[config.mk]
export PLATFORM = sky130hd
export DESIGN_NAME = round_robin_quantum_scheduler_top
export DESIGN_NICKNAME = d
export VERILOG_FILES = /design/src/sv/rrqs_pkg.sv /design/src/sv/round_robin_quantum_scheduler_top.sv /design/src/sv/rrqs_ram.sv
export SDC_FILE = /design/constraint.sdc
export NUM_CORES = 1
export LEC_CHECK = 0
export BUFFER_PORTS_ARGS = -buffer_cell sky130_fd_sc_hd__buf_2
export CAP_MARGIN = 30
export CELL_PAD_IN_SITES_DETAIL_PLACEMENT = 1
export CELL_PAD_IN_SITES_GLOBAL_PLACEMENT = 2
export CORE_MARGIN = 2
export CORE_UTILIZATION = 45
export DETAILED_ROUTE_END_ITERATION = 16
export PLACE_DENSITY_LB_ADDON = 0.1
export SLEW_MARGIN = 40
export SYNTH_ARGS = -nofsm -noshare
export SYNTH_HDL_FRONTEND = slang
export SYNTH_SLANG_ARGS = --single-unit
[constraint.sdc]
create_clock -name clock -period 7.3 [get_ports clock]
set_input_delay 0.73 -clock clock [delete_from_list [all_inputs] [get_ports clock]]
set_output_delay 0.73 -clock clock [all_outputs]
set_load 0.02 [all_outputs]
[src/sv/rrqs_pkg.sv]
`timescale 1ns / 1ps
// Shared types and constants of the round-robin quantum scheduler.
package rrqs_pkg;

   localparam int ID_W    = 4;
   localparam int BURST_W = 16;
   localparam int TIME_W  = 32;

   localparam logic [BURST_W-1:0] QUANTUM_RESET = 16'd4;

   typedef enum logic {
      OP_ARRIVE = 1'b0,
      OP_TICK   = 1'b1
   } op_type;

   typedef enum logic [1:0] {
      STATUS_OK         = 2'd0,
      STATUS_ACTIVE     = 2'd1,
      STATUS_ZERO_BURST = 2'd2
   } status_type;

   typedef enum logic [2:0] {
      ST_IDLE,
      ST_SETUP,
      ST_POP,
      ST_FETCH,
      ST_DISPATCH,
      ST_EXEC,
      ST_REPLY
   } state_type;

   typedef struct packed {
      op_type               operation;
      logic [ID_W-1:0]      task_id;
      logic [BURST_W-1:0]   burst;
   } req_type;

   typedef struct packed {
      status_type           status;
      logic                 running_valid;
      logic [ID_W-1:0]      running_task;
      logic                 task_done;
      logic [TIME_W-1:0]    finish_time;
      logic [TIME_W-1:0]    time_now;
   } rsp_type;

endpackage

[src/sv/round_robin_quantum_scheduler_top.sv]
`timescale 1ns / 1ps
// Top level of the round-robin scheduler with a time quantum.
//
//  channel | ports                          | carries
//  --------+--------------------------------+--------------------------------------
//  request | req_valid, req_ready, req_data | arrival (id, burst) or one time tick
//  result  | rsp_valid, rsp_ready, rsp_data | status, task that ran, completion, time
//  csr     | csr_valid, csr_ready, csr_data | time quantum, ready whenever out of reset
//
// An arrival passes through the setup and reply states, a tick that keeps the
// running task or idles passes through setup, execute and reply, and a tick that
// dispatches a new task also passes through pop, fetch and dispatch before execute:
// the ready FIFO memory read and then the burst memory read sit one after the other in that path.
// Synchronous active-high reset clears all control state; the two memories need
// no clearing pass, since only entries already written are ever read.
// A stalled result stays in the output register while the next request is taken;
// only the reply step waits for that register to free up.
module round_robin_quantum_scheduler_top
   import rrqs_pkg::*;
#(
   parameter int MAX_TASKS = 16
) (
   input  logic               clock,
   input  logic               reset,
   input  logic               req_valid,
   output logic               req_ready,
   input  req_type            req_data,
   output logic               rsp_valid,
   input  logic               rsp_ready,
   output rsp_type            rsp_data,
   input  logic               csr_valid,
   output logic               csr_ready,
   input  logic [BURST_W-1:0] csr_data
);

   localparam int IDX_W = $clog2(MAX_TASKS);
   localparam int CNT_W = $clog2(MAX_TASKS + 1);
   localparam logic [IDX_W-1:0] LAST_IDX  = IDX_W'(MAX_TASKS - 1);
   localparam logic [CNT_W-1:0] FULL_CNT  = CNT_W'(MAX_TASKS);

   // Advance a ring pointer, wrapping after the last entry.
   function automatic logic [IDX_W-1:0] next_ptr(input logic [IDX_W-1:0] p);
      return (p == LAST_IDX) ? '0 : p + IDX_W'(1);
   endfunction

   // sequencer
   state_type state_ff, state_in;

   // request holding register and configuration
   req_type              item_ff;
   logic [BURST_W-1:0]   quantum_ff, quantum_in;

   // scheduler control state
   logic                 busy_ff, busy_in;
   logic [ID_W-1:0]      cur_task_ff, cur_task_in;
   logic [BURST_W-1:0]   slice_ff, slice_in;
   logic [BURST_W-1:0]   cur_rem_ff, cur_rem_in;
   logic [TIME_W-1:0]    time_ff, time_in;
   logic [IDX_W-1:0]     head_ff, head_in;
   logic [IDX_W-1:0]     tail_ff, tail_in;
   logic [CNT_W-1:0]     count_ff, count_in;
   logic [MAX_TASKS-1:0] active_ff, active_in;

   // result staging and output register
   rsp_type              res_ff, res_in;
   rsp_type              rsp_ff;
   logic                 rsp_valid_ff, rsp_valid_in;
   logic                 reply_load;

   // memory ports
   logic                 fifo_we;
   logic [ID_W-1:0]      fifo_wdata;
   logic [ID_W-1:0]      fifo_rdata;
   logic                 burst_we;
   logic [IDX_W-1:0]     burst_waddr;
   logic [BURST_W-1:0]   burst_wdata;
   logic [BURST_W-1:0]   burst_rdata;

   // decode helpers
   logic [IDX_W-1:0]     item_idx;
   logic [IDX_W-1:0]     cur_idx;
   logic                 id_ok;
   logic                 requeue;
   logic                 need_pop;
   logic                 fifo_has_room;
   logic [BURST_W-1:0]   q_eff;
   logic [BURST_W-1:0]   rem_dec;
   logic [TIME_W-1:0]    time_next;

   // ready FIFO of task ids, indexed by the head and tail pointers
   rrqs_ram #(
      .DEPTH  (MAX_TASKS),
      .WIDTH  (ID_W),
      .ADDR_W (IDX_W)
   ) u_fifo_ram (
      .clock   (clock),
      .wr_en   (fifo_we),
      .wr_addr (tail_ff),
      .wr_data (fifo_wdata),
      .rd_addr (head_ff),
      .rd_data (fifo_rdata)
   );

   // remaining burst per task id; read for the id just popped from the FIFO
   rrqs_ram #(
      .DEPTH  (MAX_TASKS),
      .WIDTH  (BURST_W),
      .ADDR_W (IDX_W)
   ) u_burst_ram (
      .clock   (clock),
      .wr_en   (burst_we),
      .wr_addr (burst_waddr),
      .wr_data (burst_wdata),
      .rd_addr (IDX_W'(fifo_rdata)),
      .rd_data (burst_rdata)
   );

   assign item_idx      = IDX_W'(item_ff.task_id);
   assign cur_idx       = IDX_W'(cur_task_ff);
   assign id_ok         = (32'(item_ff.task_id) < MAX_TASKS);
   // a slice that ran out with work left goes back to the tail first
   assign requeue       = busy_ff && (slice_ff == '0);
   assign need_pop      = (!busy_ff || requeue) && ((count_ff != '0) || requeue);
   assign fifo_has_room = (count_ff != FULL_CNT);
   assign q_eff         = (quantum_ff == '0) ? BURST_W'(1) : quantum_ff;
   assign rem_dec       = (cur_rem_ff == '0) ? '0 : cur_rem_ff - BURST_W'(1);
   assign time_next     = time_ff + TIME_W'(1);

   // next state
   always_comb begin
      state_in = state_ff;
      case (state_ff)
         ST_IDLE: begin
            if (req_valid) begin
               state_in = ST_SETUP;
            end
         end
         ST_SETUP: begin
            if (item_ff.operation == OP_ARRIVE) begin
               state_in = ST_REPLY;
            end else if (need_pop) begin
               state_in = ST_POP;
            end else begin
               state_in = ST_EXEC;
            end
         end
         ST_POP:      state_in = ST_FETCH;
         ST_FETCH:    state_in = ST_DISPATCH;
         ST_DISPATCH: state_in = ST_EXEC;
         ST_EXEC:     state_in = ST_REPLY;
         ST_REPLY: begin
            if (reply_load) begin
               state_in = ST_IDLE;
            end
         end
         default:     state_in = ST_IDLE;
      endcase
   end

   // sequencer outputs; hold off transfers while in reset
   always_comb begin
      req_ready  = 1'b0;
      reply_load = 1'b0;
      case (state_ff)
         ST_IDLE:  req_ready  = !reset;
         ST_REPLY: reply_load = !rsp_valid_ff || rsp_ready;
         default: begin
            req_ready  = 1'b0;
            reply_load = 1'b0;
         end
      endcase
   end

   // scheduler datapath
   always_comb begin
      busy_in     = busy_ff;
      cur_task_in = cur_task_ff;
      slice_in    = slice_ff;
      cur_rem_in  = cur_rem_ff;
      time_in     = time_ff;
      head_in     = head_ff;
      tail_in     = tail_ff;
      count_in    = count_ff;
      active_in   = active_ff;
      res_in      = res_ff;
      fifo_we     = 1'b0;
      fifo_wdata  = item_ff.task_id;
      burst_we    = 1'b0;
      burst_waddr = item_idx;
      burst_wdata = item_ff.burst;

      case (state_ff)
         ST_SETUP: begin
            if (item_ff.operation == OP_ARRIVE) begin
               res_in               = '0;
               res_in.time_now      = time_ff;
               if (!id_ok || active_ff[item_idx]) begin
                  // active id check wins over the zero burst check
                  res_in.status = STATUS_ACTIVE;
               end else if (item_ff.burst == '0) begin
                  res_in.status = STATUS_ZERO_BURST;
               end else begin
                  res_in.status       = STATUS_OK;
                  active_in[item_idx] = 1'b1;
                  burst_we            = 1'b1;
                  if (fifo_has_room) begin
                     fifo_we  = 1'b1;
                     tail_in  = next_ptr(tail_ff);
                     count_in = count_ff + CNT_W'(1);
                  end
               end
            end else if (requeue) begin
               // write back the remaining burst and put the task behind arrivals
               busy_in     = 1'b0;
               burst_we    = 1'b1;
               burst_waddr = cur_idx;
               burst_wdata = cur_rem_ff;
               fifo_wdata  = cur_task_ff;
               if (fifo_has_room) begin
                  fifo_we  = 1'b1;
                  tail_in  = next_ptr(tail_ff);
                  count_in = count_ff + CNT_W'(1);
               end
            end
         end
         ST_POP: begin
            head_in  = next_ptr(head_ff);
            count_in = count_ff - CNT_W'(1);
         end
         ST_FETCH: begin
            cur_task_in = fifo_rdata;
         end
         ST_DISPATCH: begin
            cur_rem_in = burst_rdata;
            slice_in   = (burst_rdata < q_eff) ? burst_rdata : q_eff;
            busy_in    = 1'b1;
         end
         ST_EXEC: begin
            res_in          = '0;
            res_in.status   = STATUS_OK;
            res_in.time_now = time_next;
            time_in         = time_next;
            if (busy_ff) begin
               res_in.running_valid = 1'b1;
               res_in.running_task  = cur_task_ff;
               cur_rem_in           = rem_dec;
               slice_in             = (slice_ff == '0) ? '0 : slice_ff - BURST_W'(1);
               if (rem_dec == '0) begin
                  res_in.task_done   = 1'b1;
                  res_in.finish_time = time_next;
                  active_in[cur_idx] = 1'b0;
                  busy_in            = 1'b0;
                  slice_in           = '0;
               end
            end
         end
         default: begin
            res_in = res_ff;
         end
      endcase
   end

   // configuration write: taken whenever out of reset; the sender writes only while idle
   assign csr_ready  = !reset;
   assign quantum_in = (csr_valid && csr_ready) ? csr_data : quantum_ff;

   // hold the result until taken; a new load replaces a taken one
   assign rsp_valid_in = reply_load ? 1'b1 : (rsp_ready ? 1'b0 : rsp_valid_ff);

   always_ff @(posedge clock) begin
      if (reset) begin
         state_ff     <= ST_IDLE;
         quantum_ff   <= QUANTUM_RESET;
         busy_ff      <= 1'b0;
         cur_task_ff  <= '0;
         slice_ff     <= '0;
         cur_rem_ff   <= '0;
         time_ff      <= '0;
         head_ff      <= '0;
         tail_ff      <= '0;
         count_ff     <= '0;
         active_ff    <= '0;
         rsp_valid_ff <= 1'b0;
      end else begin
         state_ff     <= state_in;
         quantum_ff   <= quantum_in;
         busy_ff      <= busy_in;
         cur_task_ff  <= cur_task_in;
         slice_ff     <= slice_in;
         cur_rem_ff   <= cur_rem_in;
         time_ff      <= time_in;
         head_ff      <= head_in;
         tail_ff      <= tail_in;
         count_ff     <= count_in;
         active_ff    <= active_in;
         rsp_valid_ff <= rsp_valid_in;
      end
   end

   // payload registers
   always_ff @(posedge clock) begin
      if (req_valid && req_ready) begin
         item_ff <= req_data;
      end
      res_ff <= res_in;
      if (reply_load) begin
         rsp_ff <= res_ff;
      end
   end

   assign rsp_valid = rsp_valid_ff;
   assign rsp_data  = rsp_ff;

`ifndef SYNTH
   // the ready FIFO never holds more ids than it has entries
   assert property (@(posedge clock) disable iff (reset)
      count_ff <= FULL_CNT)
      else $error("ready FIFO count beyond its depth");

   // a task that holds the CPU is still marked active
   assert property (@(posedge clock) disable iff (reset)
      busy_ff |-> active_ff[cur_idx])
      else $error("running task is not active");

   // the slice never outlasts the work left for the task
   assert property (@(posedge clock) disable iff (reset)
      busy_ff |-> (slice_ff <= cur_rem_ff))
      else $error("slice longer than remaining burst");

   // a dispatched task always comes back from memory with work left
   assert property (@(posedge clock) disable iff (reset)
      (state_ff == ST_DISPATCH) |-> (burst_rdata != '0))
      else $error("dispatched task has no remaining burst");
`endif

endmodule

[src/sv/rrqs_ram.sv]
`timescale 1ns / 1ps
// Single-port-write, registered-read synchronous RAM for the scheduler state.
module rrqs_ram #(
   parameter int DEPTH  = 16,
   parameter int WIDTH  = 4,
   parameter int ADDR_W = 4
) (
   input  logic              clock,
   input  logic              wr_en,
   input  logic [ADDR_W-1:0] wr_addr,
   input  logic [WIDTH-1:0]  wr_data,
   input  logic [ADDR_W-1:0] rd_addr,
   output logic [WIDTH-1:0]  rd_data
);

   logic [WIDTH-1:0] mem [DEPTH];
   logic [WIDTH-1:0] rd_data_ff;

   always_ff @(posedge clock) begin
      if (wr_en) begin
         mem[wr_addr] <= wr_data;
      end
   end

   // read data is registered and lands in the cycle after the address
   always_ff @(posedge clock) begin
      rd_data_ff <= mem[rd_addr];
   end

   assign rd_data = rd_data_ff;

endmodule
== After elaboration in Yosys (flattened, before gate mapping) ==
Memories as Yosys holds them, arrays and structs flattened. A register that Yosys moved wholly into a read port is not among the register bits.
Index checks and enable logic that the tools add are counted.

* Add/sub/neg operators: 7
* Reduce and logical (&&, ||, !) cells: 31
* Magnitude comparators: 5
* Bitwise operators: 3
* Eq/ne operators: 24
* Multiplexer cells: 75

{| class="wikitable"
|+ Operators with widths
! kind !! number
|-
| $mux 16 || 15
|-
| $pmux 72 s2 || 1
|-
| $pmux 16 s2 || 3
|-
| $logic_not 16->1 || 5
|-
| $mux 72 || 1
|-
| $mux 4 || 10
|-
| $mux 38 || 1
|-
| $mux 33 || 1
|-
| $add 32x1->32 const B || 1
|-
| $sub 16x1->16 const B || 2
|-
| $mux 1 || 26
|-
| $mux 5 || 5
|-
| $ne 2x2->1 const B || 11
|-
| $pmux 3 s7 || 1
|-
| $and 16x16->16 || 1
|-
| $lt 16x16->1 || 1
|-
| $not 16->16 || 1
|-
| $or 16x16->16 || 1
|-
| $mux 3 || 4
|-
| $lt 4x5->1 const B || 2
|-
| $pmux 5 s2 || 1
|-
| $eq 3x3->1 const B || 3
|-
| $ne 3x3->1 const B || 3
|-
| $add 4x1->4 const B || 2
|-
| other kinds (23) || 43
|}

* Output and inout port bits: 75
* Bits in writable memories: 320
* Memories: 2
* Bits in registers: 283
* Input port bits: 42

{| class="wikitable"
|+ Memory list
! memory !! words !! width !! read ports !! clocked after Yosys merged registers in !! write ports !! RTL line !! text
|-
| u_burst_ram.mem || 16 || 16 || 1 || 1 || 1 || rrqs_ram.sv:16 || <nowiki>logic [WIDTH-1:0] mem [DEPTH];</nowiki>
|-
| u_fifo_ram.mem || 16 || 4 || 1 || 1 || 1 || rrqs_ram.sv:16 ||
|}

== Longest topological paths before layout ==
* Depth in word-level cells: 9
* Mapped depth: 12

== Hierarchy ==
From an unflattened synthesis, not the netlist that was laid out.

* Cells, all modules: 1,722
* Area, all modules: 25,453.2 µm²

{| class="wikitable"
|+ Modules (own cells, without submodules)
! module !! seq. area each (µm²) !! cells each !! instances !! area an instance (µm²)
|-
| round_robin_quantum_scheduler_top || 7,317.0 || 1,160 || 1 || 12,743.5
|-
| rrqs_ram (u_burst_ram) || 8,007.7 || 432 || 1 || 10,043.4
|-
| rrqs_ram (u_fifo_ram) || 2,001.9 || 130 || 1 || 2,666.3
|}

== Worst setup path after synthesis ==
Ideal clock, no wire load.

* Kind: input to register
* Start point: input port rsp_ready
* End point: register rsp_ff (netlist bit rsp_data[0]), enable pin
* Slack: 985 ps
* Stages on the path: 2
* Data arrival time: 5,723 ps
* Buffers on the path: 0
* Cell sequence: nor2b_1 > nor3_1

* Cells in the longest elaborated chain, start to end: 2

{| class="wikitable"
|+ Ends and longest elaborated chain
! item !! RTL line !! text
|-
| start: declaration || round_robin_quantum_scheduler_top.sv:29 || <nowiki>input logic rsp_ready,</nowiki>
|-
| $logic_or 1x1->1 || round_robin_quantum_scheduler_top.sv:166 || <nowiki>ST_REPLY: reply_load = !rsp_valid_ff || rsp_ready;</nowiki>
|-
| $mux 1 || round_robin_quantum_scheduler_top.sv:164 || <nowiki>case (state_ff)</nowiki>
|-
| named net reply_load || round_robin_quantum_scheduler_top.sv:68 || <nowiki>logic reply_load;</nowiki>
|-
| end signal: assignment || round_robin_quantum_scheduler_top.sv:307 || <nowiki>rsp_ff <= res_ff;</nowiki>
|-
| end: declaration || round_robin_quantum_scheduler_top.sv:66 || <nowiki>rsp_type rsp_ff;</nowiki>
|}

The timed path passes the listed nets, and every way through them passes these cells.
A chain may end at the register's enable or synchronous reset.

== Final worst setup path ==
* Start point: register state_ff[0]
* End point: memory u_burst_ram.mem[7][1] (netlist bit), enable pin

{| class="wikitable"
|+ RTL lines
! item !! RTL line !! text
|-
| start: declaration || round_robin_quantum_scheduler_top.sv:47 || <nowiki>state_type state_ff, state_in;</nowiki>
|-
| start signal: assignment || round_robin_quantum_scheduler_top.sv:285 || <nowiki>state_ff <= state_in;</nowiki>
|-
| $eq 3x1->1 || round_robin_quantum_scheduler_top.sv:192 || <nowiki>case (state_ff)</nowiki>
|-
| $mux 4 || round_robin_quantum_scheduler_top.sv:192 ||
|-
| named net burst_waddr[0] || round_robin_quantum_scheduler_top.sv:75 || <nowiki>logic [IDX_W-1:0] burst_waddr;</nowiki>
|-
| end: declaration || rrqs_ram.sv:16 ||
|}

The timed path passes the listed nets, and every way through them passes these cells.

==> impl_metrics.csv <==
group,metric,value,unit
finish,drive_above_1_share,21.8,%
clock_tree,cts_resized,0,
drt,viasPerCell,5.54,
drt,firstDrtPassIters,5,
place,dpl.cell_count,2518,
floorplanning,dieArea,0.0583,mm^2
global_route,track_usage,21.7,%
critical_path,cp_max_fo,34,
critical_path,reg2regPathDepth,10,
pwr,leakagePower,10.0,nW
yosys,synthArstFlopShare,0,%
critical_path,r2r_start,"state_ff[0]$_SDFFE_PP0P_",
clock_tree,insertion_delay,0.60,ns
timing,drv_slew,0,
timing,fin_tns_setup,0,ns
timing,hold_violations,0,
worst_hold_path,hp-start,"req_data[14]",
worst_hold_path,hold_path_end,"item_ff[14]$_DFFE_PP_",
timing,min_period,4.43,ns
critical_path,critical-path-top-delay-family,"simple AND/OR/NAND/NOR gates",
yosys,ys_seq_elements,623,
drt,drcViolationCount,0,
critical_path,crit_start,"state_ff[0]$_SDFFE_PP0P_",
worst_hold_path,hold_path_class,"input port to register",
yosys,synth_area,0.0254,mm^2
finish,layout.cells.non_filler,2636,
drt,ant_nets,0,
floorplanning,fp.dieW,242,um
timing,fin_ws,2.87,ns
timing,max-slew-margin-rel,42.8,%
timing,finalSetupViolCount,0,
floorplanning,coreArea,0.0561,mm^2
clock_tree,clockBufferDepth,3,
yosys,synth_nets,1761,
clock_tree,cts_sinks,623,
critical_path,crit_path_max_incr_delay,0.76,ns
critical_path,cpMaxStageDelayCell,"nor2_1",
clock_tree,clk_pin_slew,0.06,ns
timing,max_freq,0.226,GHz
drt,drtIter0Drc,1038,
critical_path,cp-start-kind,"register",
global_route,grt-ovfl-total,0,
critical_path,setup.worst_path.end_class,"register",
critical_path,arrival,4.73,ns
global_route,grt_pass1_vias,15400,
yosys,synth_edf_count,485,
clock_tree,cts-htree-levels,3,
pwr,vdd_drop_max,0.197,mV
floorplanning,io_pins,117,
clock_tree,cts-buffers-inserted,67,
pwr,powerDensity,355,mW/mm^2
floorplanning,initial_utilization,45.3,%
timing,tightest_slew,0.855,ns
critical_path,path_buf_inv,3,
status,status,"finished, final reports clean",
timing,fin_skew,0.0189,ns
yosys,ys.flop_type,"edfxtp_1",
place,gp_congestion,0.817,
clock_tree,postCtsHoldBufs,0,
yosys,ys_seq_area_share,68.3,%
global_route,antenna_found_initial,0,
yosys,syn_avg_cell_area,15.0,um^2
floorplanning,num_rows,87,
place,place_ws,2.98,ns
finish,area.growth.synth_to_final,14.6,%
critical_path,crit_top_cell,"nor2_1",
global_route,grt_max_degree,73,
drt,routed_wl,62400,um
yosys,yosys_warnings,0,
worst_hold_path,holdPathStages,1,
critical_path,worstSetupPathType,"register to register",
drt,dr_total_vias,14600,
critical_path,r2r_slack,2.87,ns
clock_tree,cts_root_buf,"clkbuf_16",
flow_run,timing.max_cap.violations,0,
place,dpl.hpwl,42900,um
clock_tree,cts_tree,"yes",
critical_path,r2r-end,"u_burst_ram.mem[7][1]$_DFFE_PP_",
finish,n_antenna_cell,0,
drt,wl_per_cell,23.7,um
global_route,grt_pass1_wl,95800,um
clock_tree,post_cts_buffers,0,
critical_path,worst_ep_required_time,7.59,ns
timing,period_share,60.7,%
place,io_buffer_count,116,
timing,rsz0062_at_grt,"no",
yosys,synth.distinct_cells,75,
floorplanning,die_h,242,um
yosys,synthCells,1692,
critical_path,crit_chain,"nand2b_1, nor2_1, nand3_1, buf_4, nor2_1, a21oi_1, inv_1, nand3_1, nor2_1, buf_4",
finish,final.fill_count,5388,
finish,nets,1900,
==> metal layers <==
layer	GRT usage, %	vias to the layer above	share of wire (%)
met5	0	-	0
met4	7.34	0	2.5
met3	3.04	84	4.1
met2	37.0	325	50
met1	28.7	7492	43
li1	-	6715	-
==> where the power goes <==
part / total [mW] / internal (mW) / switching, mW
clock: 3.35 / 1.99 / 1.36
combinational: 2.44 / 0.946 / 1.50
sequential: 4.54 / 4.22 / 0.326
total: 10.3 / 7.16 / 3.18
==> cells by family after synthesis <==
group,synth area share [%]
DFF,68.3
and+or+nand+nor,8.93
AOI/OAI and AO/OA,5.31
muxes,11.5
buffers and inverters,2.16
xor gates and xnor gates,2.45
adders and majority gates,1.36
==> cell usage in the layout (no fill, tap or decap), types with 5 or more instances in the layout <==
master      instances
edfxtp_1          485
nor2_1            145
dfxtp_1           134
nand2_1           116
buf_2             116
mux4_2            101
clkbuf_16          71
a21oi_1            54
inv_1              51
o21ai_0            50
and2_1             39
nor3_1             37
xnor2_1            37
buf_4              36
nand3_1            34
xor2_1             34
mux2i_1            29
ha_1               26
mux2_2             23
nor4_1             20
or3_1              14
o211ai_1           14
clkbuf_1           12
nand4_1            11
clkinv_2           11
nor2b_1             9
and3_1              9
a31oi_1             9
a22oi_1             9
a21o_1              8
clkinv_1            7
o22ai_1             7
a41oi_1             7
nand2b_1            6
a211oi_1            6
o21a_1              6
and4_1              5
clkinvlp_4          5
bufinv_16           5
==> synthesized netlist by cell type, drive strengths merged, types with 4 or more instances <==
cell,count,area share [%]
a41oi,7,0.24
nand2,118,1.8
mux4,105,9.4
nor2,147,2.2
nor4,25,0.67
or4,4,0.12
or3,14,0.34
xor2,34,1.2
o211ai,15,0.46
a21oi,56,1.1
a22oi,9,0.27
and4,6,0.21
nand3,35,0.69
o311ai,4,0.14
nand2b,6,0.15
a211oi,7,0.23
o31ai,4,0.12
and2,40,0.99
a31oi,10,0.31
mux2,23,1.0
o22ai,7,0.17
o21a,6,0.18
ha,26,1.3
nor2b,9,0.22
nand4,11,0.27
buf,20,0.41
dfxtp,138,11
o21ai,50,0.99
clkbuf,64,0.99
a21o,8,0.24
xnor2,37,1.3
edfxtp,485,57
nor3,38,0.75
inv,51,0.75
and3,10,0.25
mux2i,29,1.1
==> through the flow <==
stage	total power [mW]	hold WS (ns)	utilization, %	cell area (um^2)
after floorplan	6.23	0.400	-	25400
after global placement	7.04	0.401	47.9	26900
after detailed placement	7.09	0.405	48.0	26900
after CTS	10.5	0.274	51.9	29100
after global routing	10.8	0.292	51.9	29100
final	10.3	0.312	51.9	29100
==> registers in the layout (all words and copies together), names as in the netlist <==
| register | flops |
|---|---|
| rsp_valid | 1 |
| count_ff | 5 |
| tail_ff | 4 |
| u_fifo_ram.mem | 64 |
| u_burst_ram.rd_data | 16 |
| state_ff | 3 |
| quantum_ff | 16 |
| rsp_data | 72 |
| time_ff | 32 |
| cur_rem_ff | 16 |
| head_ff | 4 |
| u_fifo_ram.rd_data | 4 |
| slice_ff | 16 |
| item_ff | 17 |
| active_ff | 16 |
| u_burst_ram.mem | 256 |
| busy_ff | 1 |
| item_idx | 4 |
| cur_idx | 4 |
| res_ff | 72 |
==> worst max path at each step <==
stage / cells past startpoint / slack, ns / endpoint
3_3_place_gp: 10 / 3.14 / u_burst_ram.mem[7][6]$_DFFE_PP_
4_1_cts: 10 / 2.94 / u_burst_ram.mem[7][1]$_DFFE_PP_
5_1_grt: 10 / 2.60 / u_burst_ram.mem[7][11]$_DFFE_PP_
6_report: 10 / 2.87 / u_burst_ram.mem[7][1]$_DFFE_PP_
3_5_place_dp: 10 / 2.98 / u_burst_ram.mem[7][11]$_DFFE_PP_
2_1_floorplan: 2 / 0.99 / rsp_data[0]$_DFFE_PP_
==> area by class of cell <==
type	instances	area (um^2)	area share, %
repair buffers	154	873	3.00
clock buffers	87	1880	6.45
multi-input cells	933	7570	26.0
well taps	756	946	3.25
clock inverters	31	300	1.03
flip-flops and latches	623	17300	59.6
inverters	52	195	0.671
No activity file was read; power rests on OpenSTA's default activity.
